$ cat config.mk
export PLATFORM = sky130hd
export DESIGN_NAME = pid_trapezoid_antiwindup
export DESIGN_NICKNAME = d
export VERILOG_FILES = /design/src/hdl/pta_pkg.sv /design/src/hdl/pta_mul.sv /design/src/hdl/pta_div.sv /design/src/hdl/pid_trapezoid_antiwindup.sv
export SDC_FILE = /design/constraint.sdc
export NUM_CORES = 2
export LEC_CHECK = 0
export ABC_CLOCK_PERIOD_IN_PS = 24800
export BUFFER_PORTS_ARGS = -buffer_cell sky130_fd_sc_hd__buf_2
export CAP_MARGIN = 25
export CORE_MARGIN = 1.5
export CORE_UTILIZATION = 65
export DETAILED_ROUTE_END_ITERATION = 10
export PLACE_DENSITY = 0.81
export SLEW_MARGIN = 20
export SYNTH_ARGS = -nofsm -noshare
export SYNTH_HDL_FRONTEND = slang
export SYNTH_SLANG_ARGS = --single-unit
$ cat constraint.sdc
create_clock -name i_clk -period 24.8 [get_ports i_clk]
set_clock_uncertainty 0.1 [all_clocks]
set_input_delay 4.96 -clock i_clk [delete_from_list [all_inputs] [get_ports i_clk]]
set_output_delay 4.96 -clock i_clk [all_outputs]
set_load 0.005 [all_outputs]
$ cat src/hdl/pta_pkg.sv
package pta_pkg;

    // field and datapath widths
    localparam int DATA_W     = 16;
    localparam int ERR_W      = 17;
    localparam int SUM_W      = 18;
    localparam int INTEG_W    = 48;
    localparam int ACC_W      = 60;
    localparam int OUT_W      = 32;
    localparam int HIT_W      = 2;
    localparam int CFG_ADDR_W = 2;

    // shared serial multiplier: wide signed operand times a 17-bit signed operand
    localparam int MUL_A_W    = 48;
    localparam int MUL_B_W    = 17;
    localparam int MUL_P_W    = 65;
    localparam int MUL_DIG_W  = 4;
    localparam int MUL_DIGITS = 5;

    // serial divider: 17-bit magnitude scaled by 2^16, over a 16-bit divisor
    localparam int DIV_MAG_W  = 17;
    localparam int DIV_Q_W    = 33;
    localparam int DERIV_W    = 34;

    // register indexes
    localparam logic [CFG_ADDR_W-1:0] REG_GAIN_PROP  = 2'd0;
    localparam logic [CFG_ADDR_W-1:0] REG_GAIN_INT   = 2'd1;
    localparam logic [CFG_ADDR_W-1:0] REG_GAIN_DERIV = 2'd2;
    localparam logic [CFG_ADDR_W-1:0] REG_TARGET     = 2'd3;

    // limit status codes
    localparam logic [HIT_W-1:0] LIM_NONE = 2'd0;
    localparam logic [HIT_W-1:0] LIM_HIGH = 2'd1;
    localparam logic [HIT_W-1:0] LIM_LOW  = 2'd2;

    // 32-bit drive bounds
    localparam logic signed [OUT_W-1:0] DRIVE_MAX = 32'sh7fff_ffff;
    localparam logic signed [OUT_W-1:0] DRIVE_MIN = 32'sh8000_0000;

    // request and result payloads
    typedef struct packed {
        logic signed [DATA_W-1:0] measured;
        logic        [DATA_W-1:0] time_step;
    } t_pta_in;

    typedef struct packed {
        logic signed [OUT_W-1:0] drive;
        logic        [HIT_W-1:0] limit_hit;
    } t_pta_out;

    // multiplier control
    typedef struct packed {
        logic                      start;
        logic signed [MUL_A_W-1:0] a;
        logic signed [MUL_B_W-1:0] b;
    } t_mul_req;

    typedef struct packed {
        logic                      done;
        logic signed [MUL_P_W-1:0] p;
    } t_mul_rsp;

    // divider control
    typedef struct packed {
        logic                 start;
        logic [DIV_MAG_W-1:0] mag;
        logic [DATA_W-1:0]    dvs;
    } t_div_req;

    typedef struct packed {
        logic               done;
        logic [DIV_Q_W-1:0] quot;
    } t_div_rsp;

    // clamp a wide signed value to the 48-bit integrator range
    function automatic logic signed [INTEG_W-1:0] sat48(input logic signed [ACC_W-1:0] x);
        logic [ACC_W-INTEG_W:0] top;
        top = x[ACC_W-1:INTEG_W-1];
        if ((&top) || (~|top)) begin
            return x[INTEG_W-1:0];
        end else if (x[ACC_W-1]) begin
            return {1'b1, {(INTEG_W-1){1'b0}}};
        end else begin
            return {1'b0, {(INTEG_W-1){1'b1}}};
        end
    endfunction

endpackage

$ cat src/hdl/pta_mul.sv
module pta_mul
    import pta_pkg::*;
(
    input  logic     i_clk,
    input  logic     i_rst_n,
    input  t_mul_req i_req,
    output t_mul_rsp o_rsp
);

    localparam int CNT_W = $clog2(MUL_DIGITS);
    localparam int BX_W  = MUL_DIG_W * MUL_DIGITS;
    localparam int PP_W  = MUL_P_W + MUL_DIG_W + 1;

    logic                        r_busy;
    logic                        r_done;
    logic [CNT_W-1:0]            r_cnt;
    logic signed [MUL_P_W-1:0]   r_a_sh;
    logic [BX_W-1:0]             r_b_sh;
    logic signed [MUL_P_W-1:0]   r_acc;

    logic signed [MUL_DIG_W:0]   n_digit;
    logic signed [PP_W-1:0]      n_pp;
    logic                        n_last;

    // low digits are unsigned, the top digit carries the sign
    assign n_last  = (r_cnt == CNT_W'(MUL_DIGITS - 1));
    assign n_digit = n_last ? {r_b_sh[MUL_DIG_W-1], r_b_sh[MUL_DIG_W-1:0]}
                            : {1'b0, r_b_sh[MUL_DIG_W-1:0]};
    assign n_pp    = r_a_sh * n_digit;

    // one digit of b per cycle, lsb first
    always_ff @(posedge i_clk) begin
        if (!i_rst_n) begin
            r_busy <= 1'b0;
            r_done <= 1'b0;
            r_cnt  <= '0;
        end else begin
            r_done <= 1'b0;
            if (i_req.start) begin
                r_busy <= 1'b1;
                r_cnt  <= '0;
                r_acc  <= '0;
                r_a_sh <= MUL_P_W'(i_req.a);
                r_b_sh <= BX_W'(i_req.b);
            end else if (r_busy) begin
                r_acc  <= r_acc + n_pp[MUL_P_W-1:0];
                r_a_sh <= r_a_sh <<< MUL_DIG_W;
                r_b_sh <= r_b_sh >> MUL_DIG_W;
                r_cnt  <= r_cnt + 1'b1;
                if (n_last) begin
                    r_busy <= 1'b0;
                    r_done <= 1'b1;
                end
            end
        end
    end

    assign o_rsp.done = r_done;
    assign o_rsp.p    = r_acc;

    // a new product is never started over one in flight
    a_mul_no_overlap: assert property (@(posedge i_clk) disable iff (!i_rst_n)
        i_req.start |-> !r_busy)
        else $error("multiplier started while busy");

endmodule

$ cat src/hdl/pta_div.sv
module pta_div
    import pta_pkg::*;
(
    input  logic     i_clk,
    input  logic     i_rst_n,
    input  t_div_req i_req,
    output t_div_rsp o_rsp
);

    localparam int CNT_W = $clog2(DIV_Q_W);

    logic                  r_busy;
    logic                  r_done;
    logic [CNT_W-1:0]      r_cnt;
    logic [DATA_W-1:0]     r_rem;
    logic [DATA_W-1:0]     r_dvs;
    logic [DIV_Q_W-1:0]    r_q;

    logic [DATA_W:0]       n_trial;
    logic [DATA_W:0]       n_sub;
    logic                  n_ge;

    // restoring step: bring down one dividend bit, try the subtract
    assign n_trial = {r_rem, r_q[DIV_Q_W-1]};
    assign n_sub   = n_trial - {1'b0, r_dvs};
    assign n_ge    = (n_trial >= {1'b0, r_dvs});

    // one quotient bit per cycle, msb first
    always_ff @(posedge i_clk) begin
        if (!i_rst_n) begin
            r_busy <= 1'b0;
            r_done <= 1'b0;
            r_cnt  <= '0;
        end else begin
            r_done <= 1'b0;
            if (i_req.start) begin
                r_busy <= 1'b1;
                r_cnt  <= '0;
                r_rem  <= '0;
                r_dvs  <= i_req.dvs;
                r_q    <= {i_req.mag, {DATA_W{1'b0}}};
            end else if (r_busy) begin
                r_rem <= n_ge ? n_sub[DATA_W-1:0] : n_trial[DATA_W-1:0];
                r_q   <= {r_q[DIV_Q_W-2:0], n_ge};
                r_cnt <= r_cnt + 1'b1;
                if (r_cnt == CNT_W'(DIV_Q_W - 1)) begin
                    r_busy <= 1'b0;
                    r_done <= 1'b1;
                end
            end
        end
    end

    assign o_rsp.done = r_done;
    assign o_rsp.quot = r_q;

    // a new quotient is never started over one in flight
    a_div_no_overlap: assert property (@(posedge i_clk) disable iff (!i_rst_n)
        i_req.start |-> !r_busy)
        else $error("divider started while busy");

endmodule

$ cat src/hdl/pid_trapezoid_antiwindup.sv
// PID controller with trapezoidal integral and anti-windup. Each request (measurement,
// Q8.8 time step) yields one result: the Q24.8 drive, saturated to 32 bits, and a
// limit flag. One request is worked at a time: the next request is taken only once the
// previous one has written its result and the sequencer is idle again. A radix-2 serial
// divider forms the derivative while a radix-16 serial multiplier runs the integral,
// proportional, integral-gain and error-times-step products; three further products
// that need the derivative follow it. A finished result sits in an output register, so
// the next request is taken while it waits. The user must write gains and setpoint
// through the register port only while the block is idle; the block does not enforce
// this. A zero time step gives no integral growth and divides the derivative by one.
module pid_trapezoid_antiwindup
    import pta_pkg::*;
#(
    parameter int OUT_LIMIT = 1023
) (
    input  logic                  i_clk,
    input  logic                  i_rst_n,
    input  logic                  i_valid,
    output logic                  o_ready,
    input  t_pta_in               i_req,
    output logic                  o_valid,
    input  logic                  i_ready,
    output t_pta_out              o_rsp,
    input  logic                  i_cfg_wr_en,
    input  logic [CFG_ADDR_W-1:0] i_cfg_addr,
    input  logic [DATA_W-1:0]     i_cfg_wdata
);

    localparam logic signed [ACC_W-1:0] LIM     = ACC_W'(OUT_LIMIT * 256);
    localparam logic signed [ACC_W-1:0] LIM_NEG = -LIM;

    typedef enum logic [3:0] {
        S_IDLE,
        S_M_INT,
        S_M_PROP,
        S_M_IGAIN,
        S_M_ET,
        S_WAIT_D,
        S_M_DGAIN,
        S_M_DS,
        S_M_DS2,
        S_FIN
    } t_state;

    t_state                     r_state;
    logic signed [DATA_W-1:0]   r_gain_prop;
    logic signed [DATA_W-1:0]   r_gain_int;
    logic signed [DATA_W-1:0]   r_gain_deriv;
    logic signed [DATA_W-1:0]   r_target;
    logic signed [ERR_W-1:0]    r_last_err;
    logic signed [INTEG_W-1:0]  r_integ;
    logic signed [ERR_W-1:0]    r_err;
    logic [DATA_W-1:0]          r_step;
    logic                       r_dsign;
    logic signed [DERIV_W-1:0]  r_deriv;
    logic                       r_d_rdy;
    logic signed [ACC_W-1:0]    r_drive;
    logic signed [ACC_W-1:0]    r_corr;
    t_mul_req                   r_mul_req;
    t_div_req                   r_div_req;
    logic                       r_o_valid;
    t_pta_out                   r_o_rsp;

    t_mul_rsp                   mul_rsp;
    t_div_rsp                   div_rsp;

    logic signed [ERR_W-1:0]    n_err;
    logic signed [SUM_W-1:0]    n_sum;
    logic signed [SUM_W-1:0]    n_diff;
    logic signed [SUM_W-1:0]    n_diff_neg;
    logic [DIV_MAG_W-1:0]       n_mag;
    logic [DATA_W-1:0]          n_dvs;
    logic signed [DIV_Q_W+1:0]  n_inc;
    logic signed [ACC_W-1:0]    n_pshift;
    logic signed [DERIV_W-1:0]  n_deriv;
    logic                       n_hi;
    logic                       n_lo;
    logic signed [OUT_W-1:0]    n_drive32;

    // error terms of the incoming sample
    assign n_err      = ERR_W'(r_target) - ERR_W'(i_req.measured);
    assign n_sum      = SUM_W'(n_err) + SUM_W'(r_last_err);
    assign n_diff     = SUM_W'(n_err) - SUM_W'(r_last_err);
    assign n_diff_neg = -n_diff;
    assign n_mag      = n_diff[SUM_W-1] ? n_diff_neg[DIV_MAG_W-1:0] : n_diff[DIV_MAG_W-1:0];
    assign n_dvs      = (i_req.time_step == '0) ? DATA_W'(1) : i_req.time_step;

    // product taps: half for the trapezoid, Q.8 realignment for the I, D and second step products
    assign n_inc      = mul_rsp.p[DIV_Q_W+2:1];
    assign n_pshift   = {{(ACC_W - MUL_P_W + 8){mul_rsp.p[MUL_P_W-1]}},
                         mul_rsp.p[MUL_P_W-1:8]};
    assign n_deriv    = r_dsign ? -{1'b0, div_rsp.quot} : {1'b0, div_rsp.quot};

    // limit test and output saturation
    assign n_hi       = (r_drive > LIM);
    assign n_lo       = (r_drive < LIM_NEG);
    always_comb begin
        if ((&r_drive[ACC_W-1:OUT_W-1]) || (~|r_drive[ACC_W-1:OUT_W-1])) begin
            n_drive32 = r_drive[OUT_W-1:0];
        end else if (r_drive[ACC_W-1]) begin
            n_drive32 = DRIVE_MIN;
        end else begin
            n_drive32 = DRIVE_MAX;
        end
    end

    pta_mul u_mul (
        .i_clk   (i_clk),
        .i_rst_n (i_rst_n),
        .i_req   (r_mul_req),
        .o_rsp   (mul_rsp)
    );

    pta_div u_div (
        .i_clk   (i_clk),
        .i_rst_n (i_rst_n),
        .i_req   (r_div_req),
        .o_rsp   (div_rsp)
    );

    // configuration registers
    always_ff @(posedge i_clk) begin
        if (!i_rst_n) begin
            r_gain_prop  <= 16'sd256;
            r_gain_int   <= '0;
            r_gain_deriv <= '0;
            r_target     <= '0;
        end else if (i_cfg_wr_en) begin
            case (i_cfg_addr)
                REG_GAIN_PROP:  r_gain_prop  <= i_cfg_wdata;
                REG_GAIN_INT:   r_gain_int   <= i_cfg_wdata;
                REG_GAIN_DERIV: r_gain_deriv <= i_cfg_wdata;
                REG_TARGET:     r_target     <= i_cfg_wdata;
                default: ;
            endcase
        end
    end

    // sequencer over the shared multiplier and the divider
    always_ff @(posedge i_clk) begin
        if (!i_rst_n) begin
            r_state         <= S_IDLE;
            r_last_err      <= '0;
            r_integ         <= '0;
            r_d_rdy         <= 1'b0;
            r_mul_req.start <= 1'b0;
            r_div_req.start <= 1'b0;
            r_o_valid       <= 1'b0;
        end else begin
            r_mul_req.start <= 1'b0;
            r_div_req.start <= 1'b0;
            if (i_ready) begin
                r_o_valid <= 1'b0;
            end

            // signed derivative once the quotient lands
            if (div_rsp.done) begin
                r_deriv <= n_deriv;
                r_d_rdy <= 1'b1;
            end

            case (r_state)
                S_IDLE: begin
                    if (i_valid) begin
                        r_err           <= n_err;
                        r_step          <= i_req.time_step;
                        r_last_err      <= n_err;
                        r_dsign         <= n_diff[SUM_W-1];
                        r_d_rdy         <= 1'b0;
                        r_mul_req.start <= 1'b1;
                        r_mul_req.a     <= MUL_A_W'(n_sum);
                        r_mul_req.b     <= {1'b0, i_req.time_step};
                        r_div_req.start <= 1'b1;
                        r_div_req.mag   <= n_mag;
                        r_div_req.dvs   <= n_dvs;
                        r_state         <= S_M_INT;
                    end
                end
                S_M_INT: begin
                    if (mul_rsp.done) begin
                        r_integ         <= sat48(ACC_W'(r_integ) + ACC_W'(n_inc));
                        r_mul_req.start <= 1'b1;
                        r_mul_req.a     <= MUL_A_W'(r_err);
                        r_mul_req.b     <= MUL_B_W'(r_gain_prop);
                        r_state         <= S_M_PROP;
                    end
                end
                S_M_PROP: begin
                    if (mul_rsp.done) begin
                        r_drive         <= mul_rsp.p[ACC_W-1:0];
                        r_mul_req.start <= 1'b1;
                        r_mul_req.a     <= r_integ;
                        r_mul_req.b     <= MUL_B_W'(r_gain_int);
                        r_state         <= S_M_IGAIN;
                    end
                end
                S_M_IGAIN: begin
                    if (mul_rsp.done) begin
                        r_drive         <= r_drive + n_pshift;
                        r_mul_req.start <= 1'b1;
                        r_mul_req.a     <= MUL_A_W'(r_err);
                        r_mul_req.b     <= {1'b0, r_step};
                        r_state         <= S_M_ET;
                    end
                end
                S_M_ET: begin
                    if (mul_rsp.done) begin
                        r_corr  <= mul_rsp.p[ACC_W-1:0];
                        r_state <= S_WAIT_D;
                    end
                end
                S_WAIT_D: begin
                    if (r_d_rdy) begin
                        r_mul_req.start <= 1'b1;
                        r_mul_req.a     <= MUL_A_W'(r_deriv);
                        r_mul_req.b     <= MUL_B_W'(r_gain_deriv);
                        r_state         <= S_M_DGAIN;
                    end
                end
                S_M_DGAIN: begin
                    if (mul_rsp.done) begin
                        r_drive         <= r_drive + n_pshift;
                        r_mul_req.start <= 1'b1;
                        r_mul_req.a     <= MUL_A_W'(r_deriv);
                        r_mul_req.b     <= {1'b0, r_step};
                        r_state         <= S_M_DS;
                    end
                end
                S_M_DS: begin
                    // floor(D*s/256) feeds the second step multiply
                    if (mul_rsp.done) begin
                        r_mul_req.start <= 1'b1;
                        r_mul_req.a     <= mul_rsp.p[MUL_A_W+7:8];
                        r_mul_req.b     <= {1'b0, r_step};
                        r_state         <= S_M_DS2;
                    end
                end
                S_M_DS2: begin
                    if (mul_rsp.done) begin
                        r_corr  <= r_corr + n_pshift;
                        r_state <= S_FIN;
                    end
                end
                S_FIN: begin
                    if (!r_o_valid || i_ready) begin
                        r_o_valid      <= 1'b1;
                        r_o_rsp.drive  <= n_drive32;
                        if (n_hi) begin
                            r_o_rsp.limit_hit <= LIM_HIGH;
                            r_integ           <= sat48(LIM - r_corr);
                        end else if (n_lo) begin
                            r_o_rsp.limit_hit <= LIM_LOW;
                            r_integ           <= sat48(r_corr - LIM);
                        end else begin
                            r_o_rsp.limit_hit <= LIM_NONE;
                        end
                        r_state <= S_IDLE;
                    end
                end
                default: begin
                    r_state <= S_IDLE;
                end
            endcase
        end
    end

    assign o_ready = (r_state == S_IDLE);
    assign o_valid = r_o_valid;
    assign o_rsp   = r_o_rsp;

    // a taken request launches both serial units on the next cycle
    a_launch: assert property (@(posedge i_clk) disable iff (!i_rst_n)
        (i_valid && o_ready) |=> (r_mul_req.start && r_div_req.start))
        else $error("request taken without launching the datapath");

    // products only arrive while the sequencer waits for one
    a_mul_owner: assert property (@(posedge i_clk) disable iff (!i_rst_n)
        mul_rsp.done |-> (r_state != S_IDLE && r_state != S_WAIT_D && r_state != S_FIN))
        else $error("product arrived with no consumer");

    // the quotient is always claimed by a request in progress
    a_div_owner: assert property (@(posedge i_clk) disable iff (!i_rst_n)
        div_rsp.done |-> (r_state != S_IDLE && r_state != S_FIN))
        else $error("quotient arrived with no request in progress");

    // limit flag agrees with the sign of the reported drive
    a_hit_sign: assert property (@(posedge i_clk) disable iff (!i_rst_n)
        o_valid |-> ((o_rsp.limit_hit == LIM_NONE)
                  || (o_rsp.limit_hit == LIM_HIGH && !o_rsp.drive[OUT_W-1] && o_rsp.drive != '0)
                  || (o_rsp.limit_hit == LIM_LOW && o_rsp.drive[OUT_W-1])))
        else $error("limit flag disagrees with drive");

endmodule

Yosys cells after proc, flatten, opt, wreduce, memory -nomap -nowiden --
Cells that the tools add are included.
Word-level totals: input port bits 55, bits in registers 685
Cells by class: magnitude comparators 3, add/sub/neg operators 14, mux-type cells 66, bitwise gates (word level) 3, reductions and logical operators 49, equality and inequality tests 26, multipliers 1
Operators by type and width (count):
- two-way mux 48 bit | 10
- two-way mux 66 bit | 7
- case mux 66 bit (7 select lines) | 1
- case mux 60 bit (2 select lines) | 2
- two-way mux 65 bit | 3
- two-way mux 60 bit | 3
- adder 60 x 57 -> 60 bit | 2
- two-way mux 33 bit | 3
- case mux 48 bit (2 select lines) | 1
- adder 65 bit | 1
- multiplier 65 x 5 -> 65 bit | 1
- two-way mux 32 bit | 2
- > comparator 60 x 19 -> 1 bit (second input constant) | 1
- less-than comparator 60 x 19 -> 1 bit (second input constant) | 1
- subtractor 19 x 60 -> 60 bit (first input constant) | 1
- subtractor 60 x 19 -> 60 bit (second input constant) | 1
- adder 48 x 35 -> 49 bit | 1
- two-way mux 16 bit | 3
- two-way mux 20 bit | 2
- two-way mux 4 bit | 10
- case mux 4 bit (10 select lines) | 1
- AND reduction 13 bit | 3
- OR reduction 13 bit | 3
- two-way mux 34 bit | 1
- 41 further kinds | 98

Logic depth before layout (Yosys ltp) --
depth in word-level cells 9, gate-level depth with buffers 24, gate-level depth less buffers 22

Cells and area by module --
Synthesis repeated with hierarchy kept, for this count alone.
Second synthesis, totals: cell total of the unflattened synthesis 6133, area, all modules 56212.7 µm²
Modules (own cells, without submodules):
- pid_trapezoid_antiwindup | area each 33911.3 µm², times used 1, cells an instance 3902
- pta_mul | area each 18504.0 µm², times used 1, cells an instance 1905
- pta_div | area each 3797.4 µm², times used 1, cells an instance 326

Least setup slack after synthesis --
No wires, ideal clock.
path type input port to flip-flop, start in i_valid, end reg r_mul_req[0] in the netlist's numbering, enable pin, setup slack 11.944 ns, data required time 24.028 ns, cell stages on the path 3, data arrival time 12.084 ns, buffers on the path 0, path through inv_1 > a222oi_1 > nor4b_1
On the way: word-level cells in the longest chain between the ends 2
Ends and longest elaborated chain:
- from (decl) | line pid_trapezoid_antiwindup.sv:18 | input logic i_valid,
- inequality test 2 bit (no source line)
- AND reduction 9 bit (no source line)
- to (decl) | line pid_trapezoid_antiwindup.sv:59 | t_mul_req r_mul_req;
Every way passes these cells. A chain may end at the register's enable or synchronous reset.

Final worst setup path --
start in i_req[16] in the netlist's numbering, end reg r_mul_req[50] in the netlist's numbering (data pin)
On the way: word-level cells in the longest chain between the ends 4
Ends and longest elaborated chain:
- from (decl) | line pid_trapezoid_antiwindup.sv:20 | input t_pta_in i_req,
- subtractor 16 x 16 -> 17 bit | line pid_trapezoid_antiwindup.sv:81 | assign n_err = ERR_W'(r_target) - ERR_W'(i_req.measured);
- via n_err[10] | line pid_trapezoid_antiwindup.sv:67 | logic signed [ERR_W-1:0] n_err;
- adder 17 x 17 -> 18 bit | line pid_trapezoid_antiwindup.sv:82 | assign n_sum = SUM_W'(n_err) + SUM_W'(r_last_err);
- two-way mux 66 bit | line pid_trapezoid_antiwindup.sv:164 | if (i_valid) begin
- case mux 66 bit (7 select lines) | line pid_trapezoid_antiwindup.sv:162 | case (r_state)
The timed path passes the listed nets, and every way through them passes these cells. The select of a mux whose other input is x is not followed.

==> run_results.csv <==
group,metric,value,unit
timing,worstMarginPinSlew,1.24,ns
cts,clock_sinks,682,
timing,finalSetupViolCount,0,
timing,whs,0.319,ns
synth,netlist_area,55600,um2
cts,cts_tree,"done",
floorplanning,io-pin-count,91,
global_routing,use_met3,8.57,%
cts,cts_resized,0,
timing,finalWorstSetupSlack,14.90,ns
synth,syn_area_per_cell,9.17,um2
global_routing,grt_max_degree,149,
floorplanning,die_y,295,um
cts,holdBufCountCts,0,
synth,yosys-top-cells-area,"edfxtp_1 29%, fa_1 9.1%, ha_1 8.3%",
cts,numCtsBuffers,78,
status,status,"complete, no violations",
synth,ys_async_sr_fraction,0,%
cells_and_area,nets,6665,
timing,min_period,9.90,ns
placement,io_buffers,90,
routing,ant_nets,0,
global_routing,grt_usage,38.0,%
timing,hold_viol,0,
cts,clkLatencyLatePin,0.68,ns
cells_and_area,post-route-util,70.0,%
worst_setup_path,cp-start-kind,"input pin",
timing,slew_violations,0,
floorplanning,fp.dieArea,87300,um2
worst_setup_path,critical_path_arrival,10.22,ns
global_routing,grt.overflow.total,0,
routing,num_vias,46700,
placement,dp_hpwl,124000,um
timing,max_freq,101,MHz
worst_setup_path,critPathSlowestCell,"or2_2",
timing,post-route-period-util,39.9,%
global_routing,grt_use_met1,50.8,%
worst_setup_path,crit_path_start,"i_req[16]",
cts,cts_buffer_depth,3,
worst_setup_path,critPathKind,"input pin to flip-flop",
worst_setup_path,max_stage_delay,0.47,ns
flow_run,maxCapViolCount,0,
synth,synth-seq-cells,682,
cts,clk_pin_slew,0.06,ns
synth,synth_fp_nets,6741,
timing,setup_tns,0,ns
cells_and_area,syn_to_final_growth,7.06,%
worst_setup_path,reg2reg_slack,16.59,ns
cells_and_area,mostFrequentLayoutCell,"nand2_1",
worst_setup_path,worstPathRequired,25.11,ns
hold_path,hp-class,"flip-flop to flip-flop",
cells_and_area,final_cell_mix,"589 x nand2_1, 532 x edfxtp_1, 517 x inv_1",
synth,seq_area_frac_synth,34.1,%
floorplanning,fp.dieW,295,um
synth,synth_flop_cell,"edfxtp_1",
floorplanning,fp-row-count,107,
cts,cts-root-buf,"clkbuf_16",
cts,post_cts_buffers,0,
timing,rsz0062_at_grt,"false",
cts,htree_levels,3,
cells_and_area,drive_above_1_share,7.42,%
floorplanning,core-area,85000,um2
routing,dr.pass1.iters,10,
routing,detail_route.iter0.violations,5132,
worst_setup_path,cp_common_cell,"o21bai_1",
worst_setup_path,r2r_end,"u_mul.r_acc[62]$_SDFFCE_PP0P_",
routing,vias_per_cell,6.48,
floorplanning,start_util,65.4,%
worst_setup_path,path_delay_family,"compound AO/OA/AOI/OAI gates",
global_routing,use_met2,59.9,%
cells_and_area,fill_cells,6606,
routing,post_drt_wl_per_cell,23.2,um
global_routing,grt_pass1_wl,256000,um
worst_setup_path,critPathBufInv,3,
synth,synthCells,6065,
global_routing,antenna_found_initial,1,
global_routing,top_usage_layer,"met2",
worst_setup_path,r2r_cells,22,
routing,postRouteWirelength,167000,um
timing,slew_headroom,17.6,%
global_routing,grt_pass1_vias,44200,
synth,yosysTopAreaCell,"edfxtp_1",
synth,netlist.area_leader.share,28.7,%
worst_setup_path,endpoint,"r_mul_req[50]$_DFFE_PP_",
placement,gp_congestion,0.982,
placement,dp_slack,14.27,ns
synth,ys_types,91,
worst_setup_path,cp_num_cells,21,
worst_setup_path,r2r_start,"u_mul.r_b_sh[3]$_DFFE_PP_",
routing,drc,0,
synth,synth_edf_count,532,
worst_setup_path,crit_chain,"buf_2 -> ha_1 -> inv_1 -> fa_1 -> a21o_1 -> a21oi_1 -> o21bai_1 -> a21oi_1 -> o21bai_1 -> a211oi_1 -> o21bai_1 -> xor2_1 -> ha_1 -> nor2b_1 -> o21bai_1 -> inv_1 -> a211oi_1 -> a211oi_1 -> or2_2 -> a21o_1 -> a221o_1",
worst_setup_path,cp_max_fo,17,
synth,synth-warning-count,0,
worst_setup_path,endpoint_kind,"flip-flop",
worst min-delay path by stage:
| stage | slack, ns | from | end | depth (start not counted) |
|---|---|---|---|---|
| finish | 0.32 | r_div_req[4]$_SDFFCE_PN0P_ | u_div.r_dvs[4]$_DFFE_PP_ | 0 |
| global route | 0.33 | r_div_req[12]$_SDFFCE_PN0P_ | u_div.r_dvs[12]$_DFFE_PP_ | 0 |
| CTS | 0.32 | r_div_req[4]$_SDFFCE_PN0P_ | u_div.r_dvs[4]$_DFFE_PP_ | 0 |
| detailed placement | 0.31 | r_div_req[4]$_SDFFCE_PN0P_ | u_div.r_dvs[4]$_DFFE_PP_ | 0 |
| global placement | 0.31 | r_div_req[11]$_SDFFCE_PN0P_ | u_div.r_dvs[11]$_DFFE_PP_ | 0 |
| floorplan | 0.30 | r_div_req[0]$_SDFFCE_PN1P_ | u_div.r_dvs[0]$_DFFE_PP_ | 0 |
flip-flops by register name (all words and copies together) (netlist names), 48 cells and up:
name / flops
r_mul_req: 66
r_integ: 48
r_drive: 60
u_mul.r_acc: 65
r_corr: 60
u_mul.r_a_sh: 65
layer usage:
| layer | routed length [um] | vias to the layer above |
|---|---|---|
| li1 | - | 21300 |
| met1 | 66400 | 22500 |
| met2 | 75400 | 2400 |
| met3 | 17900 | 430 |
| met4 | 7360 | 0 |
| met5 | 0 | - |
cell type report:
cell class | instances | area [um2] | share of cell area, %
inverter | 519 | 1950 | 3.28
clock buffer | 95 | 2080 | 3.49
tap | 1144 | 1430 | 2.40
antenna | 2 | 5.00 | 0.00841
sequential | 682 | 19000 | 31.9
multi-input combinational | 4539 | 33500 | 56.3
clock inverter | 47 | 505 | 0.849
timing repair buffer | 169 | 1070 | 1.80
synthesized netlist by cell type, drive strengths merged, types with 124 or more instances:
cell,n
a21o,198
a21oi,483
and2,258
clkbuf,299
dfxtp,150
edfxtp,532
fa,253
ha,368
inv,518
nand2,591
nand3,124
nor2,371
o21ai,338
xnor2,236
xor2,161
cell families (layout without fill, tap and decap cells):
group	after synthesis	count (layout)	share of synthesized area (%)
simple gates	1895	1895	16.9
compound gates	1533	1533	17.6
buf+inv	844	830	5.84
flops	682	682	34.1
fa+ha+maj	621	621	17.4
xor+xnor	397	397	6.25
mux	93	93	1.85
other cells	0	2	0
stage by stage:
step / cell area (um2) / std cells
detailed placement: 56900 / 7052
global placement: 56900 / 7048
finish: 59500 / 7197
floorplan: 55600 / 6065
CTS: 59500 / 7194
global route: 59500 / 7195
Power is left out: the tool's default activity adds up to more than one toggle a clock period on the data nets, which glitch-free logic cannot reach.
